File: config.mk
export PLATFORM = sky130hd
export DESIGN_NAME = ismix_mac
export DESIGN_NICKNAME = d
export VERILOG_FILES = /design/src/design/ismix_pkg.sv /design/src/design/ismix_mac.sv
export SDC_FILE = /design/constraint.sdc
export NUM_CORES = 2
export LEC_CHECK = 0
export BUFFER_PORTS_ARGS = -buffer_cell sky130_fd_sc_hd__buf_2
export CAP_MARGIN = 20
export CORE_MARGIN = 2
export CORE_UTILIZATION = 56
export CTS_CLUSTER_DIAMETER = 100
export DETAILED_ROUTE_END_ITERATION = 8
export GPL_ROUTABILITY_DRIVEN = 0
export PLACE_DENSITY = 0.79
export SLEW_MARGIN = 25
export SYNTH_ARGS = -nofsm -noshare
export SYNTH_HDL_FRONTEND = slang
export SYNTH_SLANG_ARGS = --single-unit
File: constraint.sdc
create_clock -name clock -period 8.9 [get_ports clock]
set_clock_uncertainty 0.1 [all_clocks]
set_input_delay 0.445 -clock clock [delete_from_list [all_inputs] [get_ports clock]]
set_output_delay 0.445 -clock clock [all_outputs]
set_load 0.1 [all_outputs]
File: src/design/ismix_pkg.sv
// ----------------------------------------------------------------------------
// ismix_pkg: shared constants and types of the insert send/return mixer
// Register indexes, fixed field widths, arithmetic step codes and the
// control groups that pass between the top level and the multiply unit.
// ----------------------------------------------------------------------------
package ismix_pkg;

   localparam int DELAY_DEPTH_DEF = 4096;
   localparam int SAMPLE_BITS_DEF = 24;

   localparam int GAIN_BITS     = 16;
   localparam int MIX_BITS      = 17;
   localparam int LATENCY_BITS  = 12;
   localparam int CSR_IDX_BITS  = 3;
   localparam int CSR_DATA_BITS = 17;

   localparam int GAIN_FRAC = 14;   // Q2.14 gains
   localparam int MIX_FRAC  = 16;   // Q1.16 wet mix

   localparam logic [MIX_BITS-1:0]  MIX_FULL          = MIX_BITS'(65536);
   localparam logic [GAIN_BITS-1:0] SEND_GAIN_RESET   = GAIN_BITS'(16384);
   localparam logic [GAIN_BITS-1:0] RETURN_GAIN_RESET = GAIN_BITS'(16384);
   localparam logic [MIX_BITS-1:0]  WET_MIX_RESET     = MIX_BITS'(32768);

   // register indexes
   localparam logic [CSR_IDX_BITS-1:0] CSR_SEND_GAIN   = CSR_IDX_BITS'(0);
   localparam logic [CSR_IDX_BITS-1:0] CSR_RETURN_GAIN = CSR_IDX_BITS'(1);
   localparam logic [CSR_IDX_BITS-1:0] CSR_WET_MIX     = CSR_IDX_BITS'(2);
   localparam logic [CSR_IDX_BITS-1:0] CSR_LATENCY     = CSR_IDX_BITS'(3);
   localparam logic [CSR_IDX_BITS-1:0] CSR_BYPASS      = CSR_IDX_BITS'(4);
   localparam logic [CSR_IDX_BITS-1:0] CSR_STEREO      = CSR_IDX_BITS'(5);

   // multiply sequence; the product of step n is consumed in step n+1
   localparam int STEP_BITS = 4;
   localparam logic [STEP_BITS-1:0] STEP_SEND_L = STEP_BITS'(0);
   localparam logic [STEP_BITS-1:0] STEP_SEND_R = STEP_BITS'(1);
   localparam logic [STEP_BITS-1:0] STEP_WET_L  = STEP_BITS'(2);
   localparam logic [STEP_BITS-1:0] STEP_WET_R  = STEP_BITS'(3);
   localparam logic [STEP_BITS-1:0] STEP_DRY_L  = STEP_BITS'(4);
   localparam logic [STEP_BITS-1:0] STEP_MIX_L  = STEP_BITS'(5);
   localparam logic [STEP_BITS-1:0] STEP_DRY_R  = STEP_BITS'(6);
   localparam logic [STEP_BITS-1:0] STEP_MIX_R  = STEP_BITS'(7);
   localparam logic [STEP_BITS-1:0] STEP_LAST   = STEP_BITS'(8);

   typedef struct packed {
      logic [GAIN_BITS-1:0] send_gain;
      logic [GAIN_BITS-1:0] return_gain;
      logic [MIX_BITS-1:0]  wet_mix;      // already clamped to MIX_FULL
   } gain_cfg_type;

   typedef struct packed {
      logic busy;
      logic done;
   } mac_stat_type;

endpackage

File: src/design/ismix_mac.sv
// ----------------------------------------------------------------------------
// ismix_mac: shared multiplier with step sequencer
// One signed multiply per cycle, product registered; the next step rounds,
// saturates or accumulates it. Eight products per frame.
// ----------------------------------------------------------------------------
module ismix_mac import ismix_pkg::*; #(
   parameter int SAMPLE_BITS = SAMPLE_BITS_DEF
) (
   input  logic                          clock,
   input  logic                          reset,
   input  logic                          start,
   input  gain_cfg_type                  cfg,
   input  logic signed [SAMPLE_BITS-1:0] dry_l,
   input  logic signed [SAMPLE_BITS-1:0] dry_r,
   input  logic signed [SAMPLE_BITS-1:0] wet_l,
   input  logic signed [SAMPLE_BITS-1:0] wet_r,
   output mac_stat_type                  stat,
   output logic signed [SAMPLE_BITS-1:0] send_l,
   output logic signed [SAMPLE_BITS-1:0] send_r,
   output logic signed [SAMPLE_BITS-1:0] out_l,
   output logic signed [SAMPLE_BITS-1:0] out_r
);

   localparam int WW  = SAMPLE_BITS + 2;        // scaled wet sample
   localparam int PRW = WW + MIX_BITS + 1;      // product
   localparam int SW  = PRW + 1;                // sum / rounding width

   localparam logic signed [SW-1:0] HALF_GAIN = SW'(1) <<< (GAIN_FRAC - 1);
   localparam logic signed [SW-1:0] HALF_MIX  = SW'(1) <<< (MIX_FRAC - 1);
   localparam logic signed [SW-1:0] SAT_HI =
      {{(SW-SAMPLE_BITS+1){1'b0}}, {(SAMPLE_BITS-1){1'b1}}};
   localparam logic signed [SW-1:0] SAT_LO =
      {{(SW-SAMPLE_BITS+1){1'b1}}, {(SAMPLE_BITS-1){1'b0}}};

   function automatic logic signed [SAMPLE_BITS-1:0] sat_sample(
      input logic signed [SW-1:0] v
   );
      logic signed [SAMPLE_BITS-1:0] r;
      if (v > SAT_HI) begin
         r = SAT_HI[SAMPLE_BITS-1:0];
      end else if (v < SAT_LO) begin
         r = SAT_LO[SAMPLE_BITS-1:0];
      end else begin
         r = v[SAMPLE_BITS-1:0];
      end
      return r;
   endfunction

   logic [STEP_BITS-1:0]    step_ff;
   logic                    busy_ff;
   logic signed [WW-1:0]    mul_a;
   logic signed [MIX_BITS:0] mul_b;
   logic signed [PRW-1:0]   prod_ff, prod_in, acc_ff;
   logic signed [WW-1:0]    wl_ff, wr_ff;
   logic [MIX_BITS-1:0]     dry_w;
   logic signed [SW-1:0]    prod_x, gain_rnd, blend_sum, blend_rnd;
   logic signed [SAMPLE_BITS-1:0] send_l_ff, send_r_ff, out_l_ff, out_r_ff;

   assign dry_w = MIX_FULL - cfg.wet_mix;

   always_comb begin
      mul_a = '0;
      mul_b = '0;
      unique case (step_ff)
         STEP_SEND_L: begin
            mul_a = WW'(dry_l);
            mul_b = (MIX_BITS+1)'(cfg.send_gain);
         end
         STEP_SEND_R: begin
            mul_a = WW'(dry_r);
            mul_b = (MIX_BITS+1)'(cfg.send_gain);
         end
         STEP_WET_L: begin
            mul_a = WW'(wet_l);
            mul_b = (MIX_BITS+1)'(cfg.return_gain);
         end
         STEP_WET_R: begin
            mul_a = WW'(wet_r);
            mul_b = (MIX_BITS+1)'(cfg.return_gain);
         end
         STEP_DRY_L: begin
            mul_a = WW'(dry_l);
            mul_b = (MIX_BITS+1)'(dry_w);
         end
         STEP_MIX_L: begin
            mul_a = wl_ff;
            mul_b = (MIX_BITS+1)'(cfg.wet_mix);
         end
         STEP_DRY_R: begin
            mul_a = WW'(dry_r);
            mul_b = (MIX_BITS+1)'(dry_w);
         end
         STEP_MIX_R: begin
            mul_a = wr_ff;
            mul_b = (MIX_BITS+1)'(cfg.wet_mix);
         end
         default: begin
            mul_a = '0;
            mul_b = '0;
         end
      endcase
   end

   assign prod_in   = mul_a * mul_b;
   assign prod_x    = SW'(prod_ff);
   assign gain_rnd  = (prod_x + HALF_GAIN) >>> GAIN_FRAC;
   assign blend_sum = SW'(acc_ff) + prod_x;
   assign blend_rnd = (blend_sum + HALF_MIX) >>> MIX_FRAC;

   always_ff @(posedge clock) begin
      if (reset) begin
         busy_ff <= 1'b0;
         step_ff <= '0;
      end else if (start) begin
         busy_ff <= 1'b1;
         step_ff <= STEP_SEND_L;
      end else if (busy_ff) begin
         if (step_ff == STEP_LAST) begin
            busy_ff <= 1'b0;
         end else begin
            step_ff <= step_ff + 1'b1;
         end
      end
   end

   // prod_ff holds the product issued in the previous step
   always_ff @(posedge clock) begin
      prod_ff <= prod_in;
      if (busy_ff) begin
         unique case (step_ff)
            STEP_SEND_R: send_l_ff <= sat_sample(gain_rnd);
            STEP_WET_L:  send_r_ff <= sat_sample(gain_rnd);
            STEP_WET_R:  wl_ff     <= WW'(gain_rnd);
            STEP_DRY_L:  wr_ff     <= WW'(gain_rnd);
            STEP_MIX_L:  acc_ff    <= prod_ff;
            STEP_DRY_R:  out_l_ff  <= sat_sample(blend_rnd);
            STEP_MIX_R:  acc_ff    <= prod_ff;
            STEP_LAST:   out_r_ff  <= sat_sample(blend_rnd);
            default: ;
         endcase
      end
   end

   assign stat.busy = busy_ff;
   assign stat.done = busy_ff && (step_ff == STEP_LAST);
   assign send_l    = send_l_ff;
   assign send_r    = send_r_ff;
   assign out_l     = out_l_ff;
   assign out_r     = out_r_ff;

endmodule

# --- Word-level counts from Yosys, hierarchy flattened ---
# Cells that the tools add are included.
classes:
  addsub: 5
  n_mul: 1
  order_cmp: 4
  n_eq_ne: 8
  mux: 9
  bitwise_logic: 1
  n_reduce_logical: 17
ops:
  columns: ["op", "n"]
  rows:
  - ["$pmux 26 s6", 1]
  - ["$mux 24", 4]
  - ["$pmux 17 s4", 1]
  - ["$add 44x15->45 const B", 1]
  - ["$add 44x44->45", 1]
  - ["$add 45x17->45 const B", 1]
  - ["$mul 26x18->44", 1]
  - ["$gt 31x24->1 const B", 1]
  - ["$lt 31x24->1 const B", 1]
  - ["$gt 29x24->1 const B", 1]
  - ["$lt 29x24->1 const B", 1]
  - ["$sub 17x17->17 const A", 1]
  - ["$eq 4x3->1 const B", 4]
  - ["$reduce_and 2->1", 8]
  - ["$reduce_or 2->1", 7]
  - ["$eq 4x2->1 const B", 2]
  - ["$add 4x1->4 const B", 1]
  - ["$eq 4x1->1 const B", 1]
  - ["$eq 4x4->1 const B", 1]
  - ["$logic_not 4->1", 1]
  - ["$mux 1", 3]
  - ["$logic_and 1x1->1", 1]
  - ["$not 1->1", 1]
totals:
  regBits: 241
  in_bits: 148
  wordCells: 55

# --- Depth between registers and ports, before layout ---
logic_depth:
  word_depth: 5
  ltp_mapped: 34
  mapped_depth_nobuf: 31

# --- Worst setup path before layout ---
# Ideal clock, no wire load.
synth_timing:
  path_kind: "input -> register"
  start: "input cfg[7] (netlist bit)"
  end: "register prod_ff[43]"
  setup_time_ps: 72
  arrival_ps: 8502
  path_slack_ps: 226
  stages: 28
  cell_sequence: "or4_1 -> or3_1 -> or3_1 -> nor3_1 -> xnor2_1 -> a221o_1 -> clkbuf_1 -> nand2_1 -> fa_1 -> fa_1 -> inv_1 -> fa_1 -> fa_1 -> fa_1 -> inv_1 -> fa_1 -> inv_1 -> ha_1 -> a21oi_1 -> a21oi_1 -> a311o_1 -> o21ai_0 -> a21oi_1 -> o41ai_1 -> o21ai_0 -> a311o_1 -> a21oi_1 -> xnor2_1"
synth_between:
  elab_chain_len: 3
synth_lines:
  columns: ["element", "line", "text"]
  rows:
  - ["start: declaration", "ismix_mac.sv:12", "input gain_cfg_type cfg,"]
  - ["$sub 17x17->17", "ismix_mac.sv:59", "assign dry_w = MIX_FULL - cfg.wet_mix;"]
  - ["$pmux 17 s4 *", "ismix_mac.sv:64", "unique case (step_ff)"]
  - ["$mul 26x18->44 *", "ismix_mac.sv:104", "assign prod_in = mul_a * mul_b;"]
  - ["named net prod_in[43]", "ismix_mac.sv:53", "logic signed [PRW-1:0] prod_ff, prod_in, acc_ff;"]
  - ["end signal: assignment", "ismix_mac.sv:128", "prod_ff <= prod_in;"]
  - ["end: declaration", "ismix_mac.sv:53", null]
# Mark *: on every way through the listed nets, which the timed path passes. The rest lies on a longest branch.
# A chain may end at the register's enable or synchronous reset.

# --- Worst setup path in the final report ---
layout_timing:
  start: "register step_ff[0]"
  end: "register prod_ff[43]"
layout_between:
  elab_chain_len: 4
  word_cells_on_any_way: 17
  classes_between: "mul: 1; eq/ne: 7; mux: 2; reduce/logical: 7"
layout_lines:
  columns: ["element", "line", "text"]
  rows:
  - ["start: declaration", "ismix_mac.sv:49", "logic [STEP_BITS-1:0] step_ff;"]
  - ["start signal: assignment", "ismix_mac.sv:121", "step_ff <= step_ff + 1'b1;"]
  - ["$eq 4x3->1 (tied with other cells)", "ismix_mac.sv:64", null]
  - ["$reduce_or 2->1 (no line)", null, null]
  - ["$pmux 26 s6 or $pmux 17 s4 (tied branches)", "ismix_mac.sv:64", null]
  - ["$mul 26x18->44 *", "ismix_mac.sv:104", null]
  - ["named net prod_in[43]", "ismix_mac.sv:53", null]
# Marks and branches as above.

==> impl_metrics.py <==
metrics = {
    "run_status": {
        "status": "finished clean",
    },
    "yosys": {
        "synth_top_area_cell": "fa_1",
        "synthMuxAreaShare_pct": 0.109,
        "synth_nets": 3554,
        "ys_seq_area_share_pct": 24.6,
        "synthSimpleGateAreaFrac_pct": 11.6,
        "synthTopCellsByArea": "fa_1 31%, edfxtp_1 21%, ha_1 9.0%",
        "synthAdderAreaFrac_pct": 40.4,
        "async_flop_share_pct": 0,
        "synth-compound-area-share_pct": 11.1,
        "ys_warn_count": 0,
        "ys_types": 82,
        "syn_inst": 2778,
        "synthXorXnorAreaFrac_pct": 3.42,
        "synth_top_area_share_pct": 31.4,
        "ys.flop_type": "edfxtp_1",
        "synth_edf_count": 192,
        "synth_common_cells": "538 x inv_1, 431 x fa_1, 287 x nand2_1",
        "mappedNetlistArea_sq_um": 27400,
        "synth.most_common_cell": "inv_1",
        "synth_top_family_by_area": "adder cells",
        "synth_seq_cells": 241,
        "avgSynthCellArea_sq_um": 9.88,
    },
    "route": {
        "drt_wl_total_um": 77800,
        "wl_per_cell_um": 21.1,
        "vias": 21700,
        "dr.pass1.iters": 6,
        "drc": 0,
        "viasPerCell": 5.87,
        "first_iter_violations": 2066,
        "drtAntennaViolNets": 0,
    },
    "global_routing": {
        "antenna_found_initial": 1,
        "grt_max_degree": 45,
        "grt_pass1_vias": 22900,
        "grt_overflow": 0,
        "grt_pass1_wl_um": 121000,
        "grt_usage_pct": 31.1,
    },
    "setup_path": {
        "cp-start-kind": "flop",
        "end_kind": "flop",
        "critPathMaxFanout": 24,
        "crit_required_ps": 9190,
        "path_buf_inv": 8,
        "crit_arrival_ps": 8850,
        "crit_slowest_cell": "fa_1",
        "cp_top_family": "adder cells",
        "crit_type": "reg -> reg",
        "max_stage_delay_ps": 630,
    },
    "floorplan": {
        "core_area_sq_um": 48600,
        "dieArea_sq_um": 50800,
        "row_count": 81,
        "io_pins": 246,
        "die_h_um": 225,
        "die_w_um": 225,
        "start_util_pct": 56.4,
    },
    "sta": {
        "rsz0062_at_grt": "false",
        "setup_slack_ps": 340,
        "period_share_pct": 96.2,
        "tightest_slew_ps": 804,
        "finalMaxSlewViolations": 0,
        "fmax_mhz": 117,
        "hold_viol": 0,
        "slew_headroom_pct": 45.8,
        "fin_crit_ps": 8560,
        "setup_viol": 0,
    },
    "placed_design": {
        "pre_cts_slack_ps": -389,
        "placed_area_sq_um": 29900,
        "io_buffers": 245,
        "dp_hpwl_um": 65000,
    },
    "layout": {
        "design_area_sq_um": 30700,
        "final_core_util_pct": 63.1,
        "antenna_cells": 0,
        "drive_gt1_share_pct": 14.6,
        "nNetsFinal": 3837,
        "area_delta_synth_final_pct": 11.8,
        "fillers": 3735,
    },
    "clocking": {
        "htreeDepth": 1,
        "clkTransAtPathRegs_ps": 70,
        "cts_tree": "yes",
        "cts_made_buffers": 20,
        "clockBufferDepth": 3,
        "clock-sinks": 241,
        "clock_latency_ps": 520,
        "cts-root-buf": "clkbuf_16",
    },
    "run": {
        "maxCapViolCount": 0,
    },
    "min_path": {
        "hold_path.class": "in -> reg",
    },
}
-- through the flow --
stage | hold slack, ps | cells | setup TNS (ps)
after floorplan | 301 | 2778 | 0
after global placement | 321 | 3658 | -597
after detailed placement | 328 | 3658 | -1370
after CTS | 52.5 | 3693 | 0
after global routing | 63.3 | 3696 | 0
final | 58.8 | 3696 | 0
-- registers in the layout (all words and copies together) (netlist names) --
| signal | count |
|---|---|
| acc_ff | 44 |
| prod_ff | 44 |
| wl_ff | 26 |
| wr_ff | 26 |
| out_l | 24 |
| out_r | 24 |
| send_l | 24 |
| send_r | 24 |
| step_ff | 4 |
| busy_ff | 1 |
-- per-layer routing --
metal | vias to the layer above | share of wire (%) | global-route usage (%)
met5 | - | 0 | 0
met4 | 0 | 5.9 | 15.9
met3 | 270 | 11 | 6.69
met2 | 1292 | 46 | 51.0
met1 | 10600 | 37 | 39.0
li1 | 9538 | - | -
-- worst paths after layout --
kind                    from          end  slack [ps]  cells past startpoint
setup / recovery  step_ff[0]  prod_ff[43]         340                     28
hold / removal         start   step_ff[0]          60                      2
setup reg to reg  step_ff[0]  prod_ff[43]         340                     28
hold reg to reg   prod_ff[0]    acc_ff[0]         340                      0
-- logic make-up (layout without fill, tap and decap cells) --
logic type,count (synthesis),count (layout)
DFF,241,241
muxes,3,3
buffers and inverters,630,926
adders and majority gates,628,628
xor gates and xnor gates,107,107
AOI/OAI and AO/OA,429,429
and+or+nand+nor,740,740
-- final cells by class --
type	instances	area [sq um]	area share [%]
clock buffers	26	564	1.84
clock inverters	9	66.3	0.216
inverters	538	2020	6.58
repair buffers	353	2100	6.84
flip-flops and latches	241	6750	22.0
well taps	622	778	2.54
multi-input cells	1907	18400	60.0
-- worst register-to-register path, delay by kind of cell (launching register included) --
family | cells | cell delay (ps)
compound gates | 7 | 2110
xor+xnor | 1 | 90
fa+ha+maj | 8 | 3960
buf+inv | 8 | 1100
flops | 1 | 380
simple gates | 4 | 720
-- cells in the final DEF (no fill, tap or decap), drive strengths merged, types with 7 or more instances in the layout --
master	instances
a211o	25
a211oi	26
a21o	36
a21oi	89
a221o	7
a221oi	9
a222oi	10
a22o	25
a22oi	27
and2	18
and3	21
buf	353
clkbuf	26
dfxtp	49
edfxtp	192
fa	431
ha	197
inv	539
nand2	287
nand2b	16
nand3	29
nand4	13
nor2	284
nor2b	7
nor3	20
o211ai	9
o21a	9
o21ai	91
o21bai	15
or2	18
or3	8
xnor2	74
xor2	33
-- timing repair --
item | 4_1_cts | 5_1_grt
buffers inserted | 0 | 2
pin swaps | 0 | 2
gates resized for setup | 5 | 12
hold buffers | 0 | 0
endpoints found under the setup margin | 3 | 7
Power is left out: the tool's default activity adds up to more than one toggle a clock period on the data nets, which glitch-free logic cannot reach.
